==> src/sv/mgbm_div.sv <==
// Restoring divider, 64-bit dividend by 32-bit divisor, one quotient bit per cycle.
module mgbm_div (
  input  logic        clk,
  input  logic        rst_n,
  input  logic        start,
  input  logic [63:0] dividend,
  input  logic [31:0] divisor,
  output logic        done,
  output logic [63:0] quotient
);
  logic        busy_r, busy_nxt;
  logic        done_r, done_nxt;
  logic [5:0]  cnt_r, cnt_nxt;
  logic [31:0] rem_r, rem_nxt;
  logic [63:0] dvd_r, dvd_nxt;
  logic [31:0] div_r, div_nxt;
  logic [32:0] trial;
  logic [32:0] diff;
  logic        ge;

  always_comb begin
    trial    = {rem_r, dvd_r[63]};
    diff     = trial - {1'b0, div_r};
    ge       = trial >= {1'b0, div_r};
    busy_nxt = busy_r;
    done_nxt = 1'b0;
    cnt_nxt  = cnt_r;
    rem_nxt  = rem_r;
    dvd_nxt  = dvd_r;
    div_nxt  = div_r;
    if (start) begin
      busy_nxt = 1'b1;
      cnt_nxt  = 6'd0;
      rem_nxt  = 32'd0;
      dvd_nxt  = dividend;
      div_nxt  = divisor;
    end else if (busy_r) begin
      rem_nxt = ge ? diff[31:0] : trial[31:0];
      dvd_nxt = {dvd_r[62:0], ge};
      cnt_nxt = cnt_r + 6'd1;
      if (cnt_r == 6'd63) begin
        busy_nxt = 1'b0;
        done_nxt = 1'b1;
      end
    end
  end

  always_ff @(posedge clk) begin
    if (!rst_n) begin
      busy_r <= 1'b0;
      done_r <= 1'b0;
    end else begin
      busy_r <= busy_nxt;
      done_r <= done_nxt;
    end
    cnt_r <= cnt_nxt;
    rem_r <= rem_nxt;
    dvd_r <= dvd_nxt;
    div_r <= div_nxt;
  end

  assign done     = done_r;
  assign quotient = dvd_r;
endmodule

==> config.mk <==
export PLATFORM = sky130hd
export DESIGN_NAME = mgbm_div
export DESIGN_NICKNAME = d
export VERILOG_FILES = /design/src/sv/mgbm_div.sv
export SDC_FILE = /design/constraint.sdc
export NUM_CORES = 1
export LEC_CHECK = 0
export BUFFER_PORTS_ARGS = -buffer_cell sky130_fd_sc_hd__buf_2
export CORE_AREA = 2 2 119 121
export CTS_CLUSTER_DIAMETER = 100
export DETAILED_ROUTE_END_ITERATION = 8
export DIE_AREA = 0 0 121 123
export GPL_ROUTABILITY_DRIVEN = 0
export GPL_TIMING_DRIVEN = 0
export MAX_ROUTING_LAYER = met4
export PLACE_DENSITY = 0.81
export SYNTH_ARGS = -nofsm -noshare
export SYNTH_HDL_FRONTEND = slang
export SYNTH_SLANG_ARGS = --single-unit
==> constraint.sdc <==
create_clock -name clk -period 3.2 [get_ports clk]
set_input_delay 0.64 -clock clk [delete_from_list [all_inputs] [get_ports clk]]
set_output_delay 0.64 -clock clk [all_outputs]
set_load 0.02 [all_outputs]
---- After elaboration in Yosys (flattened, before gate mapping) ----
Index checks and enable logic that the tools add are counted.
operators by class
  add/sub/neg operators ................... 2
  magnitude comparators ................... 1
  eq/ne operators ......................... 1
  mux-type cells .......................... 7
  bitwise operators ....................... 2
  reductions and logical operators ........ 2
operator list
  operator                                     number
  two-way mux 64 bit                           2
  >= comparator 33 x 32 -> 1 bit               1
  two-way mux 32 bit                           1
  subtractor 32 bit                            1
  adder 6 x 1 -> 6 bit, second input constant  1
  equality test 6 bit, second input constant   1
  two-way mux 1 bit                            4
  OR reduction 3 bit                           1
  NOT 1 bit                                    2
  nonzero test 2 bit                           1
storage, ports and cells
  register bits after elaboration ......... 136
  input bits .............................. 99
  output and inout bits ................... 65
  logic and storage cells ................. 21

---- Logic depth before layout (Yosys ltp) ----
Gate-level depths: netlist of the first run.
  depth after elaboration ................. 4
  depth in mapped cells ................... 13
  mapped depth without buffers ............ 11

---- Worst setup path before layout of the first run ----
OpenSTA, ideal clock, no wires.
  kind .................................... input-to-reg
  from .................................... input port start
  to ...................................... register dvd_r[0] (netlist: quotient[0]), enable pin
  arrival time ............................ 2.452 ns
  required time ........................... 2.782 ns
  slack ................................... 0.330 ns
  cell stages on the path ................. 4
  buffers on the path ..................... 2
  cells stage by stage .................... clkbuf_1 > clkbuf_1 > nor2_1 > inv_1
on the way
  longest elaborated chain between the ends .. 1
ends and longest elaborated chain
  item                          RTL line  RTL
  from (decl)                   5         input logic start,
  nonzero test 2 bit (no line)  --
  to (signal assigned)          58        dvd_r <= dvd_nxt;
  to (decl)                     15        logic [63:0] dvd_r, dvd_nxt;
Every way passes these cells.
A chain may end at the register's enable or synchronous reset.

---- Final worst setup path of the first run ----
  from .................................... register div_r[13]
  to ...................................... register rem_r[19]
on the way
  longest elaborated chain between the ends .. 2
  elaborated cells on any way between the ends .. 3
ends and longest elaborated chain
  item                                                                        RTL line  RTL
  from (decl)                                                                 16        logic [31:0] div_r, div_nxt;
  from (signal assigned)                                                      59        div_r <= div_nxt;
  subtractor 32 bit / >= comparator 33 x 32 -> 1 bit (equally long branches)  23, 24
  two-way mux 32 bit (*)                                                      38        rem_nxt = ge ? diff[31:0] : trial[31:0];
  to (signal assigned)                                                        57        rem_r <= rem_nxt;
  to (decl)                                                                   14        logic [31:0] rem_r, rem_nxt;
Every way passes the cells marked *; elsewhere a longest branch is shown, timed or not.

==> flow_summary.toml, run 1 <==
[run_status]
outcome = "finished clean"

[timing]
relSlewSlack_pct = 44.2
finalWorstSetupSlack_ns = 0.177
finalCritPeriodShare_pct = 94.5
hold_viol = 0
setup_viol = 0
min_period_ns = 3.02
rsz0062_at_grt = "no"
max_freq_ghz = 0.331
drv_slew = 0
clock_skew_ns = 0.00791
worst_pin_slew_ns = 0.837

[route]
drt_iter0_drc = 388
post_drt_wl_per_cell_um = 17.9
via_count = 5940
drtPass1Iterations = 5
drc = 0
wirelength_um = 18600
via_per_inst = 5.71
postRouteAntennaNets = 0

[cells_and_area]
fillCellCount = 1052
syn2layout_area_growth_pct = 22.5
nets = 979
utilization_pct = 66.4
drive_gt1_share_pct = 32.9
fin_area_um2 = 9040

[global_routing]
grtUsageTotal_pct = 26.3
grt_pass1_wl_um = 29300
first_global_vias = 5916
grt_max_degree = 44
antenna_found_initial = 0
grt_overflow = 0

[synth]
ys_types = 66
yosysMostFrequentCell = "edfxtp_1"
yosys-top-cells-area = "edfxtp_1, dfxtp_1, mux2_2"
yosys_warnings = 0
synth.net_count = 796
ys.flop_type = "edfxtp_1"
synth-edff-count = 96
syn-cell-area_um2 = 7380
synth_area_leader_cell = "edfxtp_1"
ys_seq_elements = 136
synth_cells = 663
yosysTopAreaCellShare_pct = 39.1
seq_area_frac_synth_pct = 49.9
avgSynthCellArea_um2 = 11.1
synthTopCellsByCount = "edfxtp_1, mux2_2, nor2_1, inv_1, dfxtp_1"
async_flop_share_pct = 0

[placement]
place_area_um2 = 8440
numPortBuffers = 163
place_ws_ns = -0.209
post-dp-hpwl_um = 13500

[clocking]
cts_tree = "done"
clk_pin_slew_ns = 0.06
cts.path.max_buffers = 2
ctsRootBufferMaster = "clkbuf_16"
cts_made_buffers = 17
postCtsSetupRepairBufs = 0
h-tree-depth = 4
worst_skew_pair.late_latency_ns = 0.42
cts_sinks = 136

[die]
fp.dieH_um = 123
die_x_um = 121
rows = 43
dieArea_um2 = 14900
io_pins = 164
start_util_pct = 54.2
core_um2 = 13600

[worst_setup_path]
cp-start-kind = "register"
worstPathMaxFanout = 10
path_class = "reg2reg"
end_kind = "register"
cp_data_arrival_time_ns = 3.31
cp.required_ns = 3.49

[power_and_ir_drop]
cellInternalPower_uw = 3670
pwr-share-clk_pct = 38.0
seq_power_share_pct = 42.1
powerDensity_nw_per_um2 = 566
power.share.switching_pct = 28.2
p_switching_uw = 1440
vdd_drop_max_v = 0.000479
leakage_uw = 0.00373
combPwrFrac_pct = 19.9

[run]
cap_violations = 0

[hold_path]
hold_path_class = "in2reg"
[cells by family (layout without fill, tap and decap cells)]
group                    Yosys count  after routing  synth area share [%]
buffers and inverters             75            271                  4.34
AND/OR/NAND/NOR                  165            165                  10.7
multiplexers                      88             88                  13.1
AO/OA/AOI/OAI                    143            143                  13.5
XOR/XNOR                          22             22                  2.61
flip-flops                       136            136                  49.9
other                              0              1                     0
adder cells (fa/ha/maj)           34             34                  5.87
[metal layers]
metal / up-vias / wire, um / global-route usage [%]
li1: 2832 / - / -
met1: 2832 / 7570 / 31.3
met5: - / 0 / -
met4: 0 / 484 / 11.0
met3: 35 / 1420 / 7.15
met2: 241 / 9120 / 42.4
[worst max-delay path, cell delays in order, from the launching register on]
cell	delay [ns]
edfxtp_1	0.34
inv_1	0.05
ha_1	0.26
clkbuf_1	0.29
nand4_1	0.23
nor4_1	0.30
nand4_1	0.18
o2111ai_1	0.14
o21ai_2	0.12
o21ai_2	0.17
buf_6	0.20
buf_8	0.18
nor4b_2	0.34
nor3_1	0.10
[sequential cells by signal (all words and copies together) (netlist names)]
register / count
busy_r: 1
cnt_r: 6
div_r: 32
done: 1
quotient: 64
rem_r: 32
[layout by cell type, fill, tap and decap left out, types with 4 or more instances in the layout]
| cell type | count |
|---|---|
| o21a_1 | 6 |
| nand3_1 | 15 |
| a211o_1 | 4 |
| dfxtp_1 | 40 |
| mux2_2 | 64 |
| nand2b_1 | 7 |
| o21ai_0 | 17 |
| xnor2_1 | 13 |
| a311oi_1 | 5 |
| a211oi_1 | 21 |
| inv_1 | 44 |
| clkbuf_1 | 22 |
| clkbuf_16 | 17 |
| or3_1 | 4 |
| a21oi_1 | 33 |
| xor2_1 | 9 |
| nor3_1 | 16 |
| nor2_1 | 53 |
| edfxtp_1 | 96 |
| mux2i_1 | 23 |
| o211ai_1 | 9 |
| nor2b_1 | 6 |
| o21ai_1 | 5 |
| nand4_1 | 8 |
| nand2_1 | 38 |
| ha_1 | 33 |
| buf_2 | 167 |
| a21o_1 | 9 |
[stage by stage]
step,total power (uW),std cells,hold slack [ns],TNS (ns)
2_1_floorplan,2870,663,0.445,0
5_1_grt,5310,1039,0.375,0
6_report,5110,1040,0.388,0
3_5_place_dp,3180,1007,0.482,-10.40
3_3_place_gp,3150,1006,0.477,-83.90
4_1_cts,5120,1039,0.379,0
[power by group through the flow]
stage	combinational, uW	clock, uW	sequential, uW
floorplan	593	0	2280
global placement	971	0	2180
detailed placement	1000	0	2180
CTS	1010	1960	2150
global route	1120	2030	2170
finish	1020	1940	2150
[area by class of cell]
cell class | instances | area (um2) | share of cell area [%]
inverters | 46 | 173 | 1.91
plain buffers | 29 | 148 | 1.63
well taps | 180 | 225 | 2.49
clock inverters | 11 | 121 | 1.34
diodes | 1 | 2.50 | 0.0277
multi-input cells | 452 | 3390 | 37.5
flip-flops and latches | 136 | 3680 | 40.7
clock buffers | 21 | 460 | 5.09
repair buffers | 164 | 836 | 9.25
[path summary, 6_finish.rpt]
path | startpoint | to | slack (ns) | depth (start not counted)
max | div_r[13]$_DFFE_PP_ | rem_r[19]$_SDFFE_PP0P_ | 0.18 | 13
min | divisor[7] | div_r[7]$_DFFE_PP_ | 0.39 | 1
max reg2reg | div_r[13]$_DFFE_PP_ | rem_r[19]$_SDFFE_PP0P_ | 0.18 | 13
min reg2reg | cnt_r[5]$_SDFFE_PP0P_ | cnt_r[5]$_SDFFE_PP0P_ | 0.49 | 2
[what timing repair did]
action	4_1_cts	5_1_grt
hold buffers	0	0
endpoints found under the setup margin	0	3
endpoints found under the hold margin	0	0
gates resized for setup	0	3
No activity file was read; power rests on OpenSTA's default activity.
==> inputs of run 2 (changes only) <==
BUFFER_PORTS_ARGS = -buffer_cell sky130_fd_sc_hd__buf_4   (was -buffer_cell sky130_fd_sc_hd__buf_2)
CORE_AREA = 2 2 117 119   (was 2 2 119 121)
CTS_BUF_LIST = sky130_fd_sc_hd__clkbuf_2 sky130_fd_sc_hd__clkbuf_4 sky130_fd_sc_hd__clkbuf_8   (was unset)
DIE_AREA = 0 0 119 121   (was 0 0 121 123)
PLACE_DENSITY = 0.83   (was 0.81)
REMOVE_ABC_BUFFERS = 1   (was unset)
==> flow_summary.toml, run 2 (synthesis gave the netlist of run 1 again) <==
[run_status]
outcome = "finished clean"

[cells_and_area]
seqCellArea_um2 = 3680
drive_gt1_share_pct = 33.9
syn2layout_area_growth_pct = 25.2
multi_input_area_um2 = 3390
fin_area_um2 = 9240
largest_reg_flops = 64
final_common_cell = "buf_4"
final_cells = 1013
fillCellCount = 896
layout_common_cells = "buf_4, edfxtp_1, mux2_2"
nets = 957
antenna_cells = 0

[power_and_ir_drop]
p_switching_uw = 1440
combPwrFrac_pct = 22.8
powerDensity_nw_per_um2 = 512
leakage_uw = 0.00379
power.share.switching_pct = 30.4
pwr-share-clk_pct = 31.5
vdd_drop_max_v = 0.000538
finalPower_uw = 4730
seq_power_share_pct = 45.7
cellInternalPower_uw = 3290

[worst_setup_path]
cp_data_arrival_time_ns = 3.35
path_class = "reg2reg"
worstPathMaxFanout = 2
worstPathCellList = "inv_1 -> ha_1 -> fa_1 -> nand2b_1 -> a21o_1 -> a211o_1 -> a21oi_1 -> nor3_1 -> a21o_1 -> a311oi_1 -> o221ai_1"
cp.required_ns = 3.53
crit_buf_inv = 1
path_common_cell = "a21o_1"
max_stage_delay_ns = 0.40
slowest_stage = "fa_1"
cp-start-kind = "register"
end_kind = "register"
crit_family = "compound AO/OA/AOI/OAI gates"

[clocking]
clk_pin_slew_ns = 0.09
cts_sinks = 136
ctsRootBufferMaster = "clkbuf_8"
worst_skew_pair.late_latency_ns = 0.47
cts_tree = "done"
cts_made_buffers = 17
h-tree-depth = 4
cts.path.max_buffers = 2

[timing]
hold_slack_ns = 0.341
drv_slew = 0
setup_viol = 0
rsz0062_at_grt = "no"
max_freq_ghz = 0.331
relSlewSlack_pct = 55.4
clock_skew_ns = 0.0180
worst_pin_slew_ns = 0.665
min_period_ns = 3.02
finalCritPeriodShare_pct = 94.5
hold_viol = 0

[die]
fp.dieH_um = 121
start_util_pct = 56.4
io_pins = 164
die_x_um = 119
rows = 42
dieArea_um2 = 14400
core_um2 = 13100

[route]
drc = 0
via_count = 5806
via_per_inst = 5.73
postRouteAntennaNets = 0
post_drt_wl_per_cell_um = 17.7
drt_iter0_drc = 408
wirelength_um = 17900
drtPass1Iterations = 5

[placement]
post-dp-hpwl_um = 12600
place_inst = 977
place_area_um2 = 8780
numPortBuffers = 163

[global_routing]
grtUsageTotal_pct = 26.3
first_global_vias = 5889
antenna_found_initial = 0
grt_pass1_wl_um = 28500
grt_overflow = 0
grt_max_degree = 73

[hold_path]
hold_path_class = "in2reg"

[run]
cap_violations = 0
==> run 2: changes by cell type in the layout (fill, tap and decap cells not counted), sizes merged <==
cell,before,now
clkbuf,41,18
inv,49,52
buf,173,171
diode,1,0
==> run 2: cell type report <==
class	count	share of cell area [%]
tap	176	2.38
multi-input combinational	452	36.6
clock inverter	14	1.76
sequential	136	39.9
clock buffer	18	2.68
inverter	46	1.87
timing repair buffer	171	14.8
==> run 2: power by group through the flow <==
stage / sequential [uW] / combinational [uW] / clock, uW
3_5_place_dp: 2190 / 1060 / 0
5_1_grt: 2180 / 1170 / 1600
4_1_cts: 2160 / 1070 / 1530
3_3_place_gp: 2200 / 1000 / 0
2_1_floorplan: 2290 / 555 / 0
6_report: 2160 / 1080 / 1490
==> run 2: path summary, 6_finish.rpt <==
kind,from,to,slack (ns),cells past startpoint
max,quotient[63]$_DFFE_PP_,rem_r[30]$_SDFFE_PP0P_,0.18,11
min,divisor[8],div_r[8]$_DFFE_PP_,0.34,1
max reg2reg,quotient[63]$_DFFE_PP_,rem_r[30]$_SDFFE_PP0P_,0.18,11
min reg2reg,rem_r[9]$_SDFFE_PP0P_,rem_r[9]$_SDFFE_PP0P_,0.51,2
==> run 2: per-layer routing <==
metal | track usage (%) | vias to the layer above | share of wire [%]
li1 | - | 2793 | -
met1 | 28.9 | 2751 | 40
met2 | 43.7 | 219 | 50
met3 | 8.88 | 43 | 7.5
met4 | 11.5 | 0 | 3.4
met5 | - | - | 0
==> run 2: through the flow <==
stage	utilization (%)	worst slack [ns]	TNS (ns)
2_1_floorplan	-	-0.166	-10.90
3_3_place_gp	66.3	-1.23	-100.77
3_5_place_dp	67.1	-0.00350	-0.00350
4_1_cts	70.6	0.211	0
5_1_grt	70.6	0.00862	0
6_report	70.6	0.177	0
==> run 2: worst reg2reg max path: cells and delay by family (launching register included) <==
| kind | cells | cell delay (ns) |
|---|---|---|
| flops | 1 | 0.37 |
| compound gates | 6 | 1.52 |
| simple gates | 2 | 0.31 |
| buf+inv | 1 | 0.06 |
| fa+ha+maj | 2 | 0.62 |
==> run 2: timing repair <==
item	in CTS	in global routing
endpoints found under the setup margin	2	1
setup buffers	4	0
resized for setup	0	1
hold buffers	0	0
pin swaps	1	0
endpoints found under the hold margin	0	0
==> inputs of run 3 (changes only) <==
CORE_AREA = 2 2 84 166   (was 2 2 117 119)
DIE_AREA = 0 0 86 168   (was 0 0 119 121)
==> flow_summary.toml, run 3 (synthesis gave the netlist of run 1 again) <==
[run_status]
outcome = "finished clean"

[global_routing]
grt_overflow = 0
grtUsageTotal_pct = 23.3
grt_pass1_wl_um = 26400
antenna_found_initial = 0
grt_max_degree = 113
first_global_vias = 5707

[hold_path]
hold_path_class = "in2reg"
hold_depth = 1
timing.hold.worst.start = "divisor[9]"
min_to = "div_r[9]$_DFFE_PP_"

[route]
drt_iter0_drc = 255
via_per_inst = 5.75
drc = 0
postRouteAntennaNets = 0
wirelength_um = 16200
drtPass1Iterations = 5
post_drt_wl_per_cell_um = 16.3
via_count = 5695

[clocking]
hold_buffers = 0
cts_sinks = 136
worst_skew_pair.late_latency_ns = 0.44
clk_pin_slew_ns = 0.09
cts.path.max_buffers = 2
h-tree-depth = 4
cts_made_buffers = 17
cts_tree = "done"
ctsRootBufferMaster = "clkbuf_8"

[timing]
max_freq_ghz = 0.336
worst_pin_slew_ns = 0.716
finalWorstSetupSlack_ns = 0.221
clock_skew_ns = 0.0115
hold_slack_ns = 0.373
fin_setup_tns_ns = 0
finalCritPeriodShare_pct = 93.1
min_period_ns = 2.98
setup_viol = 0
relSlewSlack_pct = 52.2
drv_slew = 0
rsz0062_at_grt = "no"
hold_viol = 0

[worst_setup_path]
r2r_slack_ns = 0.22
max_stage_delay_ns = 0.40
cp.required_ns = 3.50
path_class = "reg2reg"
worstPathCellList = "inv_1 -> ha_1 -> fa_1 -> nand2b_1 -> a21o_1 -> a211o_1 -> a21oi_1 -> nor3_1 -> a21o_1 -> a311oi_1 -> o221ai_1"
cp_num_cells = 11
cp_data_arrival_time_ns = 3.28
slowest_stage = "fa_1"
path_common_cell = "a21o_1"
reg2reg_depth = 11
end_kind = "register"
crit_family = "compound AO/OA/AOI/OAI gates"
worstPathMaxFanout = 2
rr_startpoint = "quotient[63]$_DFFE_PP_"
crit_buf_inv = 1
r2r-end = "rem_r[30]$_SDFFE_PP0P_"
cp-start-kind = "register"

[power_and_ir_drop]
combPwrFrac_pct = 23.0
power.share.switching_pct = 30.8
cellInternalPower_uw = 3210
leakage_uw = 0.00378
pwr-share-clk_pct = 30.5
finalPower_uw = 4630
p_switching_uw = 1430
seq_power_share_pct = 46.5
vdd_drop_max_v = 0.000326
powerDensity_nw_per_um2 = 504

[die]
dieArea_um2 = 14400
fp.dieH_um = 168
io_pins = 164
die_x_um = 86
start_util_pct = 55.5
core_um2 = 13300
rows = 60

[placement]
place_ws_ns = 0.0890
place_inst = 956
post-dp-hpwl_um = 11600
numPortBuffers = 163

[cells_and_area]
fillCellCount = 993
drive_gt1_share_pct = 34.0
multi_input_area_um2 = 3390
final_cells = 991
antenna_cells = 0
final_common_cell = "buf_4"
largest_reg_flops = 64
layout_common_cells = "buf_4, edfxtp_1, mux2_2"
nets = 956
seqCellArea_um2 = 3680
syn2layout_area_growth_pct = 24.6

[run]
cap_violations = 0
==> run 3: cell types whose count changed in the layout (fill, tap and decap cells not counted), sizes merged <==
cell,previous run,this run
buf,171,170
bufinv,2,1
clkbuf,18,17
clkinv,3,5
clkinvlp,3,0
inv,52,55
==> run 3: through the flow <==
step           util (%)  area [um2]
3_3_place_gp       65.1        8650
5_1_grt            69.2        9190
2_1_floorplan         -        7230
6_report           69.2        9190
4_1_cts            68.9        9150
3_5_place_dp       65.9        8760
==> run 3: cell type report <==
| type | count | area share, % |
|---|---|---|
| clock buffer | 17 | 2.54 |
| clock inverter | 15 | 1.73 |
| inverter | 46 | 1.88 |
| multi-input combinational | 452 | 36.9 |
| sequential | 136 | 40.1 |
| tap | 155 | 2.11 |
| timing repair buffer | 170 | 14.8 |
==> run 3: worst max-delay path by stage <==
| stage | startpoint | slack (ns) | end |
|---|---|---|---|
| 5_1_grt | quotient[63]$_DFFE_PP_ | 0.04 | rem_r[30]$_SDFFE_PP0P_ |
| 2_1_floorplan | busy_r$_SDFF_PN0_ | -0.17 | quotient[0]$_DFFE_PP_ |
| 6_report | quotient[63]$_DFFE_PP_ | 0.22 | rem_r[30]$_SDFFE_PP0P_ |
| 4_1_cts | div_r[20]$_DFFE_PP_ | 0.04 | rem_r[22]$_SDFFE_PP0P_ |
| 3_5_place_dp | div_r[20]$_DFFE_PP_ | 0.09 | rem_r[19]$_SDFFE_PP0P_ |
| 3_3_place_gp | busy_r$_SDFF_PN0_ | -1.43 | quotient[34]$_DFFE_PP_ |
==> run 3: per-layer routing <==
layer | vias to the layer above | part of all wire, % | global-route usage [%]
met5 | - | 0 | -
met4 | 0 | 1.3 | 6.56
met3 | 16 | 5.9 | 5.05
met2 | 179 | 52 | 38.7
met1 | 2701 | 41 | 28.5
li1 | 2799 | - | -
==> run 3: power groups by stage <==
stage,Combinational [uW],Sequential [uW],Clock [uW]
final,1060,2150,1410
after detailed placement,1050,2190,0
after global placement,1010,2200,0
after global routing,1160,2180,1510
after CTS,1060,2160,1460
after floorplan,555,2290,0
==> run 3: what timing repair did <==
item / CTS / global route
buffers inserted: 0 / 3
hold endpoints to repair: 0 / 0
resized for setup: 0 / 2
endpoints found under the setup margin: 0 / 18
